--- src/ssmf_pkg.sv ---
// ----------------------------------------------------------------------------
// ssmf_pkg - shared types and constants of the sensor sample filter
// Stream field widths, register indexes, channel codes, controller states,
// conversion gains and the fixed-point constants used by the converter.
// ----------------------------------------------------------------------------
package ssmf_pkg;

	// stream and register port widths
	localparam int IN_DATA_W   = 16;
	localparam int IN_USER_W   = 3;
	localparam int OUT_DATA_W  = 24;
	localparam int OUT_USER_W  = 3;
	localparam int CFG_IDX_W   = 3;
	localparam int CFG_DATA_W  = 16;

	// converted value and input sample widths
	localparam int VAL_W       = 24;
	localparam int SAMPLE_W    = 13;

	// conversion gains, Q16
	localparam int PH_GAIN_Q16   = 293;
	localparam int TDS_GAIN_Q16  = 26214;
	localparam int TURB_GAIN_Q16 = 52429;

	// Q8 constants
	localparam int TURB_MAX_Q8     = 768000;
	localparam int Q8_PH_SEVEN     = 1792;
	localparam int Q8_PH_MAX       = 3584;
	localparam int Q8_TEMP_DEFAULT = 6400;
	localparam int VAL24_MAX       = 8388607;
	localparam int VAL24_MIN       = -8388608;

	typedef enum logic [1:0] {
		CH_PH   = 2'd0,
		CH_TDS  = 2'd1,
		CH_TEMP = 2'd2,
		CH_TURB = 2'd3
	} chan_t;

	typedef enum logic [CFG_IDX_W-1:0] {
		REG_MEDIAN_MODE  = 3'd0,
		REG_PH_NEUTRAL   = 3'd1,
		REG_TURB_CLEAR   = 3'd2,
		REG_PH_OFFSET    = 3'd3,
		REG_TDS_OFFSET   = 3'd4,
		REG_TEMP_OFFSET  = 3'd5,
		REG_TURB_OFFSET  = 3'd6
	} reg_idx_t;

	typedef enum logic [2:0] {
		ST_IDLE,
		ST_MUL,
		ST_CONV,
		ST_INS,
		ST_DIV,
		ST_EMIT
	} state_t;

	typedef struct packed {
		logic               median_mode;
		logic        [11:0] ph_neutral_count;
		logic        [11:0] turb_clear_count;
		logic signed [15:0] ph_offset;
		logic signed [15:0] tds_offset;
		logic signed [15:0] temp_offset;
		logic signed [15:0] turb_offset;
	} cfg_t;

	typedef struct packed {
		logic insert;
		logic occupied;
	} cell_ctl_t;

endpackage

--- src/ssmf_convert.sv ---
// ----------------------------------------------------------------------------
// ssmf_convert - sample to signed Q8 conversion
// Two stages: one shared multiplier for the gain, then floor shift, clamp,
// offset add and saturation to the 24-bit value range.
// ----------------------------------------------------------------------------
module ssmf_convert (
	input  logic                                clk,
	input  logic                                en_mul,
	input  logic                                en_conv,
	input  logic [1:0]                          channel,
	input  logic signed [ssmf_pkg::SAMPLE_W-1:0] sample,
	input  logic                                sensor_missing,
	input  ssmf_pkg::cfg_t                      cfg,
	output logic signed [ssmf_pkg::VAL_W-1:0]    conv_val
);
	import ssmf_pkg::*;

	localparam logic signed [29:0] PH_SEVEN  = 30'(Q8_PH_SEVEN);
	localparam logic signed [29:0] PH_MAX    = 30'(Q8_PH_MAX);
	localparam logic signed [29:0] TEMP_DEF  = 30'(Q8_TEMP_DEFAULT);
	localparam logic signed [29:0] TURB_MAX  = 30'(TURB_MAX_Q8);
	localparam logic signed [29:0] SAT_MAX   = 30'(VAL24_MAX);
	localparam logic signed [29:0] SAT_MIN   = 30'(VAL24_MIN);

	logic signed [13:0]        mul_a;
	logic signed [21:0]        mul_b;
	logic signed [35:0]        prod_s1;
	logic signed [27:0]        p8;
	logic signed [29:0]        p8_w;
	logic signed [29:0]        ph_pre;
	logic signed [29:0]        pre;
	logic signed [29:0]        offs;
	logic signed [29:0]        wide;
	logic signed [VAL_W-1:0]   sat;
	logic signed [VAL_W-1:0]   conv_s2;

	// multiplier operands per channel
	always_comb begin
		mul_a = '0;
		mul_b = '0;
		case (chan_t'(channel))
			CH_PH: begin
				mul_a = signed'({2'b00, cfg.ph_neutral_count}) - 14'(sample);
				mul_b = 22'(PH_GAIN_Q16);
			end
			CH_TDS: begin
				mul_a = 14'(sample);
				mul_b = 22'(TDS_GAIN_Q16);
			end
			CH_TURB: begin
				mul_a = signed'({2'b00, cfg.turb_clear_count}) - 14'(sample);
				mul_b = 22'(TURB_GAIN_Q16);
			end
			default: begin
				mul_a = '0;
				mul_b = '0;
			end
		endcase
	end

	// gain product
	always_ff @(posedge clk) begin
		if (en_mul) begin
			prod_s1 <= mul_a * mul_b;
		end
	end

	// floor divide by 256, clamp and offset
	assign p8     = signed'(prod_s1[35:8]);
	assign p8_w   = 30'(p8);
	assign ph_pre = p8_w + PH_SEVEN;

	always_comb begin
		pre  = '0;
		offs = '0;
		case (chan_t'(channel))
			CH_PH: begin
				if (ph_pre < 30'sd0) begin
					pre = '0;
				end else if (ph_pre > PH_MAX) begin
					pre = PH_MAX;
				end else begin
					pre = ph_pre;
				end
				offs = 30'(signed'(cfg.ph_offset));
			end
			CH_TDS: begin
				pre  = p8_w;
				offs = 30'(signed'(cfg.tds_offset));
			end
			CH_TEMP: begin
				pre  = sensor_missing ? TEMP_DEF : 30'(sample) * 30'sd16;
				offs = 30'(signed'(cfg.temp_offset));
			end
			default: begin
				if (p8_w < 30'sd0) begin
					pre = '0;
				end else if (p8_w > TURB_MAX) begin
					pre = TURB_MAX;
				end else begin
					pre = p8_w;
				end
				offs = 30'(signed'(cfg.turb_offset));
			end
		endcase
		wide = pre + offs;
	end

	// saturate to the 24-bit range
	always_comb begin
		if (wide > SAT_MAX) begin
			sat = VAL_W'(SAT_MAX);
		end else if (wide < SAT_MIN) begin
			sat = VAL_W'(SAT_MIN);
		end else begin
			sat = wide[VAL_W-1:0];
		end
	end

	always_ff @(posedge clk) begin
		if (en_conv) begin
			conv_s2 <= sat;
		end
	end

	assign conv_val = conv_s2;

endmodule

--- src/ssmf_cell.sv ---
// ----------------------------------------------------------------------------
// ssmf_cell - one cell of the insertion sorting row
// Holds one value of the group in ascending order; on insert it either keeps
// its value, takes the new value or takes the value of its left neighbour.
// ----------------------------------------------------------------------------
module ssmf_cell (
	input  logic                              clk,
	input  ssmf_pkg::cell_ctl_t               ctl,
	input  logic signed [ssmf_pkg::VAL_W-1:0] new_val,
	input  logic signed [ssmf_pkg::VAL_W-1:0] left_val,
	input  logic                              left_lt,
	output logic                              lt,
	output logic signed [ssmf_pkg::VAL_W-1:0] val
);
	import ssmf_pkg::*;

	logic signed [VAL_W-1:0] val_q;

	// an empty cell counts as larger than anything
	assign lt = !ctl.occupied || (new_val < val_q);

	// shift right from the insertion point onwards
	always_ff @(posedge clk) begin
		if (ctl.insert && lt) begin
			val_q <= left_lt ? left_val : new_val;
		end
	end

	assign val = val_q;

endmodule

--- src/ssmf_mean.sv ---
// ----------------------------------------------------------------------------
// ssmf_mean - group sum divided by the group size
// Magnitude times a 32-bit reciprocal, then one compare and add to correct
// the quotient; the sign is put back so the result truncates toward zero.
// ----------------------------------------------------------------------------
module ssmf_mean #(
	parameter int GROUP_SIZE = 3,
	parameter int SUM_W      = 27
) (
	input  logic                              clk,
	input  logic                              start,
	input  logic signed [SUM_W-1:0]           sum,
	output logic signed [ssmf_pkg::VAL_W-1:0] mean
);
	import ssmf_pkg::*;

	localparam logic [31:0]      RECIP   = 32'(64'hFFFF_FFFF / GROUP_SIZE);
	localparam logic [SUM_W-1:0] DIVISOR = SUM_W'(GROUP_SIZE);

	logic [SUM_W-1:0]    mag;
	logic [SUM_W-1:0]    mag_s1;
	logic                neg_s1;
	logic [SUM_W+31:0]   prod_s1;
	logic [SUM_W-1:0]    q0;
	logic [SUM_W-1:0]    rem;
	logic [SUM_W-1:0]    quo;
	logic [SUM_W-1:0]    sq;

	assign mag = sum[SUM_W-1] ? SUM_W'(-sum) : SUM_W'(sum);

	// reciprocal product
	always_ff @(posedge clk) begin
		if (start) begin
			neg_s1  <= sum[SUM_W-1];
			mag_s1  <= mag;
			prod_s1 <= (SUM_W+32)'(mag) * (SUM_W+32)'(RECIP);
		end
	end

	// estimate is at most one short
	assign q0   = prod_s1[SUM_W+31:32];
	assign rem  = mag_s1 - q0 * DIVISOR;
	assign quo  = q0 + SUM_W'(rem >= DIVISOR);
	assign sq   = neg_s1 ? (~quo + SUM_W'(1)) : quo;
	assign mean = signed'(sq[VAL_W-1:0]);

endmodule

--- src/sensor_sample_median_mean_filter.sv ---
// ----------------------------------------------------------------------------
// sensor_sample_median_mean_filter - median or mean of a group of samples
// Converts each sensor sample to signed Q8, keeps the group sorted in a row
// of cells and a running sum, and emits the median or the mean per group.
// ----------------------------------------------------------------------------
//  channel   dir   signals                         content
//  s_*       in    s_tvalid s_tready s_tdata s_tuser  one sensor sample
//  m_*       out   m_tvalid m_tready m_tdata m_tuser  one result per group
//  cfg_*     in    cfg_we cfg_addr cfg_wdata          register writes
//
//  a sample passes accept, gain multiply, convert and insert into the
//  cell row; the sample that closes a group then also passes the reciprocal
//  multiply of the mean and the load of the output register
//  the output register frees the input side: samples are taken while a
//  result waits, a closing sample holds only until the output is free
//  arst_n clears control state and the registers; the cell row needs no
//  clearing as the fill count marks which cells hold data
// ----------------------------------------------------------------------------
module sensor_sample_median_mean_filter #(
	parameter int GROUP_SIZE = 3
) (
	input  logic                                clk,
	input  logic                                arst_n,
	input  logic                                s_tvalid,
	output logic                                s_tready,
	// sample [12:0], zero filled
	input  logic [ssmf_pkg::IN_DATA_W-1:0]      s_tdata,
	// channel [1:0], sensor_missing [2]
	input  logic [ssmf_pkg::IN_USER_W-1:0]      s_tuser,
	output logic                                m_tvalid,
	input  logic                                m_tready,
	// filtered_value [23:0]
	output logic [ssmf_pkg::OUT_DATA_W-1:0]     m_tdata,
	// result_channel [1:0], fallback_used [2]
	output logic [ssmf_pkg::OUT_USER_W-1:0]     m_tuser,
	input  logic                                cfg_we,
	input  logic [ssmf_pkg::CFG_IDX_W-1:0]      cfg_addr,
	input  logic [ssmf_pkg::CFG_DATA_W-1:0]     cfg_wdata
);
	import ssmf_pkg::*;

	localparam int CNT_W = $clog2(GROUP_SIZE + 1);
	localparam int SUM_W = VAL_W + $clog2(GROUP_SIZE) + 1;
	localparam logic [CNT_W-1:0] LAST_CNT = CNT_W'(GROUP_SIZE - 1);

	state_t                  state_q;
	state_t                  state_d;
	cfg_t                    cfg_q;
	logic                    s_accept;
	logic                    en_mul;
	logic                    en_conv;
	logic                    do_ins;
	logic                    div_start;
	logic                    emit_load;
	logic                    complete;

	logic [1:0]              ch_q;
	logic signed [SAMPLE_W-1:0] sample_q;
	logic                    missing_q;
	logic                    fallback_q;
	logic [CNT_W-1:0]        count_q;
	logic                    group_fb_q;
	logic [1:0]              res_ch_q;
	logic signed [SUM_W-1:0] sum_q;

	logic signed [VAL_W-1:0] conv_val;
	logic signed [VAL_W-1:0] mean_val;
	logic signed [VAL_W-1:0] cell_val [GROUP_SIZE];
	logic                    cell_lt  [GROUP_SIZE];

	logic                    m_tvalid_q;
	logic [OUT_DATA_W-1:0]   m_data_q;
	logic [OUT_USER_W-1:0]   m_user_q;

	assign s_accept = s_tvalid && s_tready;
	assign complete = (count_q == LAST_CNT);

	// register writes
	always_ff @(posedge clk or negedge arst_n) begin
		if (!arst_n) begin
			cfg_q.median_mode      <= 1'b0;
			cfg_q.ph_neutral_count <= 12'd2048;
			cfg_q.turb_clear_count <= 12'd3000;
			cfg_q.ph_offset        <= '0;
			cfg_q.tds_offset       <= '0;
			cfg_q.temp_offset      <= '0;
			cfg_q.turb_offset      <= '0;
		end else if (cfg_we) begin
			unique case (reg_idx_t'(cfg_addr))
				REG_MEDIAN_MODE: cfg_q.median_mode      <= cfg_wdata[0];
				REG_PH_NEUTRAL:  cfg_q.ph_neutral_count <= cfg_wdata[11:0];
				REG_TURB_CLEAR:  cfg_q.turb_clear_count <= cfg_wdata[11:0];
				REG_PH_OFFSET:   cfg_q.ph_offset        <= signed'(cfg_wdata);
				REG_TDS_OFFSET:  cfg_q.tds_offset       <= signed'(cfg_wdata);
				REG_TEMP_OFFSET: cfg_q.temp_offset      <= signed'(cfg_wdata);
				REG_TURB_OFFSET: cfg_q.turb_offset      <= signed'(cfg_wdata);
				default: ;
			endcase
		end
	end

	// next state
	always_comb begin
		state_d = state_q;
		unique case (state_q)
			ST_IDLE: if (s_tvalid) begin
				state_d = ST_MUL;
			end
			ST_MUL:  state_d = ST_CONV;
			ST_CONV: state_d = ST_INS;
			ST_INS:  state_d = complete ? ST_DIV : ST_IDLE;
			ST_DIV:  state_d = ST_EMIT;
			ST_EMIT: if (!m_tvalid_q || m_tready) begin
				state_d = ST_IDLE;
			end
			default: state_d = ST_IDLE;
		endcase
	end

	// controller outputs
	always_comb begin
		s_tready  = (state_q == ST_IDLE);
		en_mul    = (state_q == ST_MUL);
		en_conv   = (state_q == ST_CONV);
		do_ins    = (state_q == ST_INS);
		div_start = (state_q == ST_DIV);
		emit_load = (state_q == ST_EMIT) && (!m_tvalid_q || m_tready);
	end

	always_ff @(posedge clk or negedge arst_n) begin
		if (!arst_n) begin
			state_q <= ST_IDLE;
		end else begin
			state_q <= state_d;
		end
	end

	// request capture
	always_ff @(posedge clk) begin
		if (s_accept) begin
			ch_q      <= s_tuser[1:0];
			sample_q  <= signed'(s_tdata[SAMPLE_W-1:0]);
			missing_q <= s_tuser[2];
		end
	end

	// group bookkeeping
	always_ff @(posedge clk or negedge arst_n) begin
		if (!arst_n) begin
			fallback_q <= 1'b0;
			count_q    <= '0;
			group_fb_q <= 1'b0;
			res_ch_q   <= '0;
			sum_q      <= '0;
		end else begin
			if (s_accept && (chan_t'(s_tuser[1:0]) == CH_TEMP) && s_tuser[2]) begin
				fallback_q <= 1'b1;
			end
			if (do_ins) begin
				sum_q <= ((count_q == '0) ? SUM_W'(0) : sum_q) + SUM_W'(conv_val);
				if (complete) begin
					count_q    <= '0;
					group_fb_q <= fallback_q;
					res_ch_q   <= ch_q;
					fallback_q <= 1'b0;
				end else begin
					count_q <= count_q + CNT_W'(1);
				end
			end
		end
	end

	ssmf_convert u_convert (
		.clk            (clk),
		.en_mul         (en_mul),
		.en_conv        (en_conv),
		.channel        (ch_q),
		.sample         (sample_q),
		.sensor_missing (missing_q),
		.cfg            (cfg_q),
		.conv_val       (conv_val)
	);

	// sorting row
	for (genvar i = 0; i < GROUP_SIZE; i++) begin : g_cell
		cell_ctl_t ctl;
		assign ctl.insert   = do_ins;
		assign ctl.occupied = (CNT_W'(i) < count_q);
		if (i == 0) begin : g_first
			ssmf_cell u_cell (
				.clk      (clk),
				.ctl      (ctl),
				.new_val  (conv_val),
				.left_val (conv_val),
				.left_lt  (1'b0),
				.lt       (cell_lt[i]),
				.val      (cell_val[i])
			);
		end else begin : g_next
			ssmf_cell u_cell (
				.clk      (clk),
				.ctl      (ctl),
				.new_val  (conv_val),
				.left_val (cell_val[i-1]),
				.left_lt  (cell_lt[i-1]),
				.lt       (cell_lt[i]),
				.val      (cell_val[i])
			);
		end
	end

	ssmf_mean #(
		.GROUP_SIZE (GROUP_SIZE),
		.SUM_W      (SUM_W)
	) u_mean (
		.clk   (clk),
		.start (div_start),
		.sum   (sum_q),
		.mean  (mean_val)
	);

	// output register
	always_ff @(posedge clk or negedge arst_n) begin
		if (!arst_n) begin
			m_tvalid_q <= 1'b0;
		end else if (emit_load) begin
			m_tvalid_q <= 1'b1;
		end else if (m_tready) begin
			m_tvalid_q <= 1'b0;
		end
	end

	always_ff @(posedge clk) begin
		if (emit_load) begin
			m_data_q <= cfg_q.median_mode ? cell_val[GROUP_SIZE/2] : mean_val;
			m_user_q <= {group_fb_q, res_ch_q};
		end
	end

	assign m_tvalid = m_tvalid_q;
	assign m_tdata  = m_data_q;
	assign m_tuser  = m_user_q;

endmodule

--- config.mk ---
export PLATFORM = sky130hd
export DESIGN_NAME = sensor_sample_median_mean_filter
export DESIGN_NICKNAME = d
export VERILOG_FILES = /design/src/ssmf_pkg.sv /design/src/ssmf_convert.sv /design/src/ssmf_cell.sv /design/src/ssmf_mean.sv /design/src/sensor_sample_median_mean_filter.sv
export SDC_FILE = /design/constraint.sdc
export NUM_CORES = 1
export LEC_CHECK = 0
export BUFFER_PORTS_ARGS = -buffer_cell sky130_fd_sc_hd__buf_2
export CORE_ASPECT_RATIO = 0.75
export CORE_UTILIZATION = 45
export CTS_BUF_LIST = sky130_fd_sc_hd__clkbuf_8
export DETAILED_ROUTE_END_ITERATION = 16
export PLACE_DENSITY_LB_ADDON = 0.08
export SYNTH_ARGS = -nofsm -noshare
export SYNTH_HDL_FRONTEND = slang
export SYNTH_HIERARCHICAL = 1
export SYNTH_SLANG_ARGS = --single-unit
--- constraint.sdc ---
create_clock -name clk -period 16 [get_ports clk]
set_clock_uncertainty 0.1 [all_clocks]
set_input_delay 2.4 -clock clk [delete_from_list [all_inputs] [get_ports clk]]
set_output_delay 2.4 -clock clk [all_outputs]
set_load 0.01 [all_outputs]
* Yosys cells after proc, flatten, opt, wreduce, memory -nomap -nowiden
Cells that the tools add are included.
** Storage, ports and cells
- Bits in registers :: 358
- Bits of input ports :: 43
- Logic and storage cells :: 120
** Cells by class
- $add $sub $neg :: 10
- Multipliers :: 3
- $lt $le $gt $ge :: 11
- Equality and inequality tests :: 18
- Muxes and demuxes :: 25
- Bitwise logic cells :: 1
- Reductions and logical operators :: 26
** Operators with widths (count)
- 30-bit one-hot mux with 3 select lines :: 2
- 30-bit two-way mux :: 5
- 24-bit two-way mux :: 4
- 27-bit by 31-bit multiplier with 58-bit output (second input constant) :: 1
- 27-bit two-way mux :: 2
- 24-bit < comparator :: 2
- 16-bit one-hot mux with 3 select lines :: 1
- 14-bit one-hot mux with 3 select lines :: 1
- 14-bit by 17-bit multiplier with 31-bit output :: 1
- 30-bit adder :: 1
- 30-bit by 13-bit greater-than comparator with 1-bit output (second input constant) :: 1
- 30-bit by 24-bit greater-than comparator with 1-bit output (second input constant) :: 1
- 30-bit by 1-bit < comparator with 1-bit output (second input constant) :: 1
- 30-bit by 24-bit < comparator with 1-bit output (second input constant) :: 1
- 13-bit by 13-bit subtractor with 14-bit output :: 2
- 27-bit by 24-bit adder with 27-bit output :: 1
- 27-bit by 2-bit greater-or-equal comparator with 1-bit output (second input constant) :: 1
- 26-bit by 2-bit multiplier with 27-bit output (second input constant) :: 1
- 27-bit negation :: 1
- 27-bit subtractor :: 1
- 23-bit by 12-bit adder with 24-bit output (second input constant) :: 1
- 24-bit by 1-bit adder with 24-bit output :: 1
- 24-bit by 1-bit adder with 24-bit output (second input constant) :: 1
- 24-bit NOT :: 1
- 21 further kinds :: 59

* Depth between registers and ports, before layout
Gate-level depths: netlist (run 1).
- Word-level depth :: 8
- Depth in mapped cells :: 38
- Mapped depth without buffers :: 35

* Modules after synthesis
Netlist (run 1), hierarchy kept.
** By module, submodules not included
- ssmf_mean :: times used 1, cells an instance 1397, area each 13286.5 um2
- ssmf_convert :: times used 1, cells an instance 1287, area each 11743.8 um2
- sensor_sample_median_mean_filter :: times used 1, cells an instance 644, area each 8059.0 um2
- ssmf_cell :: times used 2, cells an instance 136, area each 1631.6 um2

* Worst setup path before layout (run 1)
No wires, ideal clock.
- Path type :: reg2reg
- Start point :: reg ch_q[0]
- End point :: reg u_convert/prod_s1[30] (netlist name)
- Library setup time :: 0.269 ns
- Arrival :: 9.054 ns
- Path slack :: 6.577 ns
- Stages on the path, launching flop included :: 36
- Period minus slack after synthesis :: 9.423 ns
- Path through :: edfxtp_1 > ha_1 > clkbuf_1 > clkbuf_1 > clkbuf_1 > mux2i_1 > ha_1 > inv_1 > fa_1 > a21o_1 > a21oi_1 > o21bai_1 > a21o_1 > a21oi_1 > o21ai_1 > or3_1 > a32o_1 > and2_1 > fa_1 > fa_1 > inv_1 > fa_1 > inv_1 > fa_1 > fa_1 > fa_1 > ha_1 > o21ai_0 > nand2b_1 > o41ai_1 > a31oi_1 > a31oi_1 > o22ai_1 > a311oi_1 > xnor2_1 > xnor2_1
** Between the ends
- Word-level cells in the longest chain between the ends :: 3
- Elaborated cells between the ends (all ways) :: 6
** Ends and longest elaborated chain
- start, declared :: RTL line sensor_sample_median_mean_filter.sv:57 : logic [1:0] ch_q;
- start signal, assigned :: RTL line sensor_sample_median_mean_filter.sv:141 : ch_q <= s_tuser[1:0];
- 2-bit equality test, or another cell as far along :: RTL line ssmf_convert.sv:41 : case (chan_t'(channel))
- 14-bit one-hot mux with 3 select lines / 16-bit one-hot mux with 3 select lines (equally long branches) :: RTL line ssmf_convert.sv:41
- 14-bit by 17-bit multiplier with 31-bit output * :: RTL line ssmf_convert.sv:64 : prod_s1 <= mul_a * mul_b;
Every way passes the cells marked *; elsewhere a longest branch is shown, timed or not.
A chain may end at the register's enable or synchronous reset.

* Worst setup path after layout (run 1)
- Start point :: reg ch_q[0]
- End point :: reg u_convert/prod_s1[30] (netlist name)
** Between the ends
- Word-level cells in the longest chain between the ends :: 3
- Elaborated cells between the ends (all ways) :: 6
** Ends and longest elaborated chain (RTL line)
- 2-bit equality test, or another cell as far along :: ssmf_convert.sv:41
- 14-bit one-hot mux with 3 select lines / 16-bit one-hot mux with 3 select lines (equally long branches) :: ssmf_convert.sv:41
- 14-bit by 17-bit multiplier with 31-bit output * :: ssmf_convert.sv:64
Marks and branches as above.

==> impl_metrics.env, run 1 <==
export IMPL_status="completed"
export IMPL_syn2layout_area_growth_pct=7.49
export IMPL_grt_pass1_vias=26700
export IMPL_wl_met2_um=38100
export IMPL_end_kind="flip-flop"
export IMPL_reg2regPathDepth=29
export IMPL_worst_endpoint_arrival_ns=11.44
export IMPL_fin_cells=4755
export IMPL_path_clk_slew_ns=0.06
export IMPL_regToRegStartpoint="ch_q[0]"
export IMPL_drv_slew=0
export IMPL_rows=89
export IMPL_numCtsBuffers=54
export IMPL_nNetsFinal=4516
export IMPL_final_hold_violation_count=0
export IMPL_cpMaxStageDelayCell="nor2_1"
export IMPL_holdPathEnd="m_tuser[0]"
export IMPL_cp_start_kind="flip-flop"
export IMPL_holdBufCountCts=0
export IMPL_fin_util_pct=49.3
export IMPL_grt_pass1_wl_um=159000
export IMPL_dp_cells=4653
export IMPL_vias=26600
export IMPL_period_needed_ns=11.15
export IMPL_slowest_delay_ns=0.59
export IMPL_grt_usage_pct=25.5
export IMPL_die_h_um=248
export IMPL_reg2reg_to="u_convert/prod_s1[30]"
export IMPL_drt_wirelength_per_cell_um=21.5
export IMPL_grt_max_degree=83
export IMPL_grt_setup_unrepaired="no"
export IMPL_regArea_mm2=0.00893
export IMPL_setup_ws_ns=4.85
export IMPL_required_ns=16.29
export IMPL_synth_warning_count=6
export IMPL_drv_cap=0
export IMPL_min_from="res_ch_q[0]"
export IMPL_pre_cts_slack_ns=4.98
export IMPL_core_area_mm2=0.0793
export IMPL_route_detailed_drc=0
export IMPL_dieWidth_um=330
export IMPL_drt_met1_wl_um=53800
export IMPL_antenna_found_initial=11
export IMPL_fillCellCount=7342
export IMPL_drive_gt1_share_pct=12.0
export IMPL_cp_max_fo=42
export IMPL_initial_utilization_pct=45.8
export IMPL_clock_latency_ns=0.67
export IMPL_reg2reg_slack_ns=4.85
export IMPL_top_layer_used="met5"
export IMPL_worstHoldPathType="flip-flop to flip-flop"
export IMPL_synth_cells=3599
export IMPL_ios=72
export IMPL_drtIter0Drc=2118
export IMPL_dr_wl_met3_um=9110
export IMPL_max_slew_margin_pct=25.9
export IMPL_cts_path_max_buffers=3
export IMPL_cts_tree="built"
export IMPL_fmax_mhz=89.7
export IMPL_cts_resized=0
export IMPL_ant_nets=0
export IMPL_tightest_slew_ns=1.11
export IMPL_fp_dieArea_mm2=0.0819
export IMPL_setup_violations=0
export IMPL_synth_nets=4452
export IMPL_synth_area_per_cell_um2=10.1
export IMPL_via_per_inst=5.60
export IMPL_first_pass_iters=5
export IMPL_finalCritPeriodShare_pct=69.7
export IMPL_post_cts_setup_buffers=0
export IMPL_synth_area_mm2=0.0363
export IMPL_wl_um=102000
export IMPL_clock_sinks=318
export IMPL_h_tree_depth=2
export IMPL_io_buffers=68
export IMPL_hold_depth=0
export IMPL_worst_setup_path_type="flip-flop to flip-flop"
export IMPL_tns_ns=0
export IMPL_crit_path_frequent_cell="fa_1"
export IMPL_gp_congestion=0.943
export IMPL_multiInputGateArea_mm2=0.0248
export IMPL_clockRootBuffer="clkbuf_8"
export IMPL_dp_hpwl_um=84300
export IMPL_gr_total_overflow=0
layer usage:
layer | GRT usage (%) | vias to the layer above
met5 | 0 | -
met4 | 3.13 | 12
met3 | 6.90 | 78
met2 | 33.4 | 788
met1 | 41.6 | 13200
li1 | - | 12500
worst max-delay path: cells and delay by family (launching register included):
family / cells / cell delay [ns]
fa+ha+maj: 9 / 4.29
compound gates: 9 / 2.76
simple gates: 5 / 1.43
buf+inv: 3 / 1.08
flops: 1 / 0.50
mux: 1 / 0.41
xor+xnor: 2 / 0.32
state kept, by name, indices dropped and copies added, names as in the netlist, 2 cells and up:
register	count
m_tdata	24
sum_q	27
m_tuser	3
res_ch_q	2
g_cell.g_next.u_cell/val	24
sample_q	13
state_q	3
u_convert/conv_val	24
ch_q	2
g_cell.g_first.u_cell/val	24
u_mean/mag_s1	27
u_convert/prod_s1	23
count_q	2
u_mean/prod_s1	26
cfg_q	89
stage by stage:
step / instance area (µm²) / hold WS (ns)
3_3_place_gp: 37900 / 0.362
6_report: 39100 / 0.370
5_1_grt: 39100 / 0.383
3_5_place_dp: 37900 / 0.338
2_1_floorplan: 36300 / 0.321
4_1_cts: 39100 / 0.373
cells in the final DEF, fill, tap and decap left out, drive strengths merged, types with 20 or more instances in the layout:
master,instances
edfxtp,192
and2,61
a21o,101
nand2b,38
nor2b,23
nand2,197
or3,20
nor3,60
a31oi,26
nand3,49
dfrtp,118
xnor2,117
o21a,28
and3,25
mux2,178
mux2i,26
nand4,38
o21bai,22
nor2,159
fa,327
xor2,66
a21oi,163
o21ai,134
inv,611
clkbuf,67
ha,483
buf,105
cell type report:
type / count / area share (%)
antenna: 1 / 0.00640
clock buffer: 67 / 2.36
clock inverter: 34 / 0.717
inverter: 592 / 5.69
multi-input combinational: 2592 / 63.4
sequential: 318 / 22.9
tap: 1046 / 3.35
timing repair buffer: 105 / 1.59
how the worst max path moves through the flow:
stage | startpoint | end | slack (ns) | cells after the start
2_1_floorplan | ch_q[0] | u_convert/prod_s1[30] | 6.58 | 35
3_3_place_gp | ch_q[0] | u_convert/prod_s1[30] | 5.10 | 29
3_5_place_dp | ch_q[0] | u_convert/prod_s1[30] | 4.98 | 29
4_1_cts | ch_q[0] | u_convert/prod_s1[30] | 4.97 | 29
5_1_grt | ch_q[0] | u_convert/prod_s1[30] | 4.29 | 29
6_report | ch_q[0] | u_convert/prod_s1[30] | 4.85 | 29
Power of run 1 is not shown: default switching activity piles up to over one toggle a cycle in this logic, so the estimate is an artifact.
==> inputs of run 2 (changes only) <==
ABC_AREA = 1   (was default)
clock period = 11.3 ns   (was 16 ns; I/O delays follow)
==> impl_metrics.env, run 2 <==
export IMPL_gp_congestion=0.997
export IMPL_core_area_mm2=0.0881
export IMPL_vias=33400
export IMPL_synth_warning_count=6
export IMPL_path_clk_slew_ns=0.09
export IMPL_layout_common_cells="1,281 x nand2_1, 1,118 x inv_1, 482 x ha_1"
export IMPL_drt_wirelength_per_cell_um=17.9
export IMPL_fin_cells=6529
export IMPL_gr_total_overflow=0
export IMPL_drv_cap=0
export IMPL_cts_path_max_buffers=3
export IMPL_via_per_inst=5.12
export IMPL_h_tree_depth=2
export IMPL_fillCellCount=8883
export IMPL_yosys_area_share_xor_xnor_pct=3.49
export IMPL_finalCritPeriodShare_pct=81.3
export IMPL_clock_latency_ns=0.70
export IMPL_drtIter0Drc=2369
export IMPL_fp_dieArea_mm2=0.0907
export IMPL_ant_nets=0
export IMPL_synth_top_family_by_area="adder cells"
export IMPL_tightest_slew_ns=1.16
export IMPL_cp_max_fo=6
export IMPL_pre_cts_slack_ns=2.27
export IMPL_drive_gt1_share_pct=6.58
export IMPL_synth_seq_area_share_pct=22.2
export IMPL_holdBufCountCts=0
export IMPL_synth_area_mm2=0.0403
export IMPL_grt_setup_unrepaired="no"
export IMPL_cpMaxStageDelayCell="fa_1"
export IMPL_numCtsBuffers=55
export IMPL_clock_sinks=318
export IMPL_required_ns=11.62
export IMPL_synth_mux_area_share_pct=1.31
export IMPL_slowest_delay_ns=0.80
export IMPL_yosys_cell_types_count=65
export IMPL_synth_edff_count=192
export IMPL_yosysMostFrequentCell="nand2_1"
export IMPL_wl_um=117000
export IMPL_setup_ws_ns=2.12
export IMPL_reg_largest_list="cfg_q: 89 flops, sum_q: 27 flops, u_mean/mag_s1: 27 flops"
export IMPL_netlist_area_leader_share_pct=16.3
export IMPL_synth_compound_area_share_pct=8.27
export IMPL_synth_flop_cell="edfxtp_1"
export IMPL_cts_tree="built"
export IMPL_die_h_um=261
export IMPL_top_register="cfg_q"
export IMPL_yosys_area_share_simple_pct=22.2
export IMPL_worst_setup_path_type="flip-flop to flip-flop"
export IMPL_netlist_top_cells_area="fa_1 16%, ha_1 15%, edfxtp_1 14%"
export IMPL_synth_cells=5260
export IMPL_drv_slew=0
export IMPL_route_detailed_drc=0
export IMPL_synth_seq_cells=318
export IMPL_yosys_top_cells_count="1,281 x nand2_1, 1,105 x inv_1, 483 x ha_1"
export IMPL_first_pass_iters=7
export IMPL_synth_top_area_cell="fa_1"
export IMPL_rows=94
export IMPL_grt_usage_pct=26.0
export IMPL_antenna_found_initial=1
export IMPL_io_buffers=68
export IMPL_crit_path_frequent_cell="inv_1"
export IMPL_worst_endpoint_arrival_ns=9.50
export IMPL_dp_hpwl_um=97100
export IMPL_period_needed_ns=9.18
export IMPL_synth_area_per_cell_um2=7.65
export IMPL_nNetsFinal=6183
export IMPL_end_kind="flip-flop"
export IMPL_largest_reg_flops=89
export IMPL_post_cts_setup_buffers=0
export IMPL_grt_max_degree=75
export IMPL_async_reset_ff_share_pct=39.6
export IMPL_dp_cells=6425
export IMPL_synth_nets=6113
export IMPL_tns_ns=0
export IMPL_initial_utilization_pct=45.7
export IMPL_cts_resized=0
export IMPL_dieWidth_um=347
export IMPL_status="completed"
export IMPL_max_slew_margin_pct=22.1
export IMPL_setup_violations=0
export IMPL_worstHoldPathType="flip-flop to flip-flop"
export IMPL_grt_pass1_vias=32100
export IMPL_grt_pass1_wl_um=183000
export IMPL_syn2layout_area_growth_pct=7.12
export IMPL_hold_slack_ns=0.377
export IMPL_num_antenna_cells=0
export IMPL_clockRootBuffer="clkbuf_8"
export IMPL_synth_fa_ha_area_share_pct=31.3
export IMPL_mostFrequentLayoutCell="nand2_1"
export IMPL_ios=72
export IMPL_cp_start_kind="flip-flop"
export IMPL_final_hold_violation_count=0
export IMPL_fmax_mhz=109
[run 2: per-layer routing]
layer / up-vias / part of all wire (%) / track usage, % / routed length [µm]
met5: - / 0 / 0 / 0
met4: 0 / 1.7 / 5.08 / 1980
met3: 111 / 7.2 / 4.65 / 8350
met2: 930 / 41 / 38.6 / 47800
met1: 15700 / 50 / 39.5 / 58500
li1: 16700 / - / - / -
[run 2: cells by family after synthesis]
kind of cell               after synthesis
buffers and inverters                 1189
and+or+nand+nor                       2142
DFF                                    318
xor gates and xnor gates               157
muxes                                   47
adders and majority gates              810
AOI/OAI and AO/OA                      596
other                                    1
[run 2: final timing paths]
kind	from	end	slack, ns	cells after the start
max in group asynchronous	arst_n	sum_q[20]	8.84	2
min in group asynchronous	arst_n	res_ch_q[0]	0.93	1
worst min-delay path	res_ch_q[0]	m_tuser[0]	0.38	0
worst max-delay path	sum_q[0]	u_mean/prod_s1[57]	2.12	35
worst min register to register	res_ch_q[0]	m_tuser[0]	0.38	0
worst max register to register	sum_q[0]	u_mean/prod_s1[57]	2.12	35
[run 2: through the flow]
stage	area [µm²]	utilization, %
6_report	43100	48.9
5_1_grt	43100	48.9
4_1_cts	43100	48.9
3_5_place_dp	41900	47.5
3_3_place_gp	41900	47.5
2_1_floorplan	40300	-
[run 2: cell type report]
cell class	instances	area (µm²)	share of cell area, %
inverter	1115	4190	9.71
sequential	318	8930	20.7
timing repair buffer	87	489	1.13
clock inverter	33	277	0.641
tap	1152	1440	3.34
multi-input combinational	3753	26800	62.2
clock buffer	71	977	2.27
[run 2: critical path, delay by kind of cell, from the launching register on]
kind / cells / cell delay (ns)
flip-flops: 1 / 0.44
adder cells (fa/ha/maj): 9 / 4.25
AND/OR/NAND/NOR: 14 / 2.10
buffers and inverters: 7 / 0.80
AO/OA/AOI/OAI: 5 / 1.21
Power of run 2 is left out for the same reason.
==> inputs of run 3 (changes only) <==
ABC_AREA = 0   (was 1)
clock period = 7.57 ns   (was 11.3 ns; I/O delays follow)
==> impl_metrics.env, run 3 (synthesis gave the netlist of run 1 again) <==
export IMPL_reg2reg_to="u_mean/prod_s1[57]"
export IMPL_grt_max_degree=68
export IMPL_worst_setup_path_type="flip-flop to flip-flop"
export IMPL_drv_slew=0
export IMPL_core_area_mm2=0.0793
export IMPL_drtIter0Drc=2498
export IMPL_path_depth=35
export IMPL_holdBufCountCts=0
export IMPL_first_pass_iters=8
export IMPL_drt_wirelength_per_cell_um=22.1
export IMPL_status="complete, but fails checks"
export IMPL_endpoint="u_mean/prod_s1[57]"
export IMPL_grt_pass1_wl_um=177000
export IMPL_setup_ws_ns=-1.14
export IMPL_drive_gt1_share_pct=27.1
export IMPL_mostFrequentLayoutCell="inv_1"
export IMPL_regToRegStartpoint="sum_q[1]"
export IMPL_ant_nets=0
export IMPL_finalCritPeriodShare_pct=115
export IMPL_worst_endpoint_arrival_ns=8.99
export IMPL_vias=28900
export IMPL_slowest_delay_ns=0.58
export IMPL_regArea_mm2=0.00893
export IMPL_worstHoldPathType="flip-flop to flip-flop"
export IMPL_clock_latency_ns=0.70
export IMPL_nNetsFinal=5017
export IMPL_setup_violations=43
export IMPL_route_detailed_drc=0
export IMPL_max_slew_margin_pct=9.01
export IMPL_grt_pass1_vias=29100
export IMPL_dieWidth_um=330
export IMPL_gp_congestion=0.968
export IMPL_ios=72
export IMPL_drv_cap=0
export IMPL_io_buffers=68
export IMPL_syn2layout_area_growth_pct=21.2
export IMPL_period_needed_ns=8.71
export IMPL_cp_max_fo=4
export IMPL_crit_family="adder cells"
export IMPL_die_h_um=248
export IMPL_reg2regPathDepth=35
export IMPL_required_ns=7.85
export IMPL_cts_path_max_buffers=3
export IMPL_final_hold_violation_count=0
export IMPL_numCtsBuffers=54
export IMPL_gr_total_overflow=0
export IMPL_multiInputGateArea_mm2=0.0259
export IMPL_pre_cts_slack_ns=-1.25
export IMPL_reg_largest_list="cfg_q: 89 flops, sum_q: 27 flops, u_mean/mag_s1: 27 flops"
export IMPL_startpoint="sum_q[1]"
export IMPL_cp_start_kind="flip-flop"
export IMPL_reg2reg_slack_ns=-1.14
export IMPL_largest_reg_flops=89
export IMPL_final_cell_area_mm2=0.0441
export IMPL_layout_common_cells="584 x inv_1, 506 x buf_4, 459 x ha_1"
export IMPL_h_tree_depth=2
export IMPL_via_per_inst=5.51
export IMPL_fp_dieArea_mm2=0.0819
export IMPL_clock_sinks=318
export IMPL_fmax_mhz=115
export IMPL_tightest_slew_ns=1.36
export IMPL_dp_hpwl_um=98300
export IMPL_fillCellCount=7058
export IMPL_place_area_mm2=0.0417
export IMPL_initial_utilization_pct=45.8
export IMPL_grt_usage_pct=28.8
export IMPL_grt_setup_unrepaired="yes"
export IMPL_timing_critical_path_buf_inv=9
export IMPL_clockRootBuffer="clkbuf_8"
export IMPL_antenna_found_initial=12
export IMPL_wl_um=116000
export IMPL_violations="negative setup slack"
export IMPL_end_kind="flip-flop"
export IMPL_path_clk_slew_ns=0.06
export IMPL_rows=89
export IMPL_cts_tree="built"
export IMPL_top_register="cfg_q"
export IMPL_cpMaxStageDelayCell="fa_2"
[run 3: cell types whose count changed in the layout (fill, tap and decap cells not counted), sizes merged, moves of 75 or more]
cell	delta
o21ai	-101
nand3	-152
buf	+519
nor2	-315
nand2	-1132
a21o	+75
mux2	+132
inv	-519
[run 3: area by class of cell]
type	count	share of cell area, %
antenna	3	0.0170
clock buffer	62	1.94
clock inverter	36	0.540
inverter	592	5.07
multi-input combinational	2592	58.8
sequential	318	20.3
tap	1046	2.97
timing repair buffer	606	10.4
[run 3: per-layer routing]
metal / wire length, µm / global-route usage (%) / vias up
met1: 62400 / 48.9 / 14400
met2: 41700 / 36.0 / 945
met5: 21 / 0 / -
met3: 11000 / 6.93 / 88
met4: 1150 / 3.37 / 4
li1: - / - / 13500
[run 3: through the flow]
stage | hold WS [ns] | instances | setup TNS [ns] | util, %
after floorplan | 0.321 | 3599 | -22.22 | -
final | 0.352 | 5255 | -34.17 | 55.6
after global routing | 0.373 | 5254 | -45.20 | 55.6
after CTS | 0.348 | 5237 | -31.56 | 55.0
after detailed placement | 0.334 | 5105 | -38.91 | 52.6
after global placement | 0.337 | 5105 | -35.33 | 52.6
[run 3: how the worst min path moves through the flow]
stage,slack [ns],endpoint,from,depth (start not counted)
finish,0.35,m_tuser[1],res_ch_q[1],0
global route,0.37,m_tuser[2],group_fb_q,0
CTS,0.35,m_tuser[1],res_ch_q[1],0
detailed placement,0.33,m_tuser[1],res_ch_q[1],0
global placement,0.34,m_tuser[1],res_ch_q[1],0
floorplan,0.32,m_tuser[0],res_ch_q[0],0
[run 3: what timing repair did]
item                                    in CTS  in global routing
buffers inserted                            39                 21
endpoints found under the setup margin      44                 56
pin swaps                                  110                 48
hold endpoints to repair                     0                  0
gates resized for setup                    120                 73
Power of run 3 is left out for the same reason.
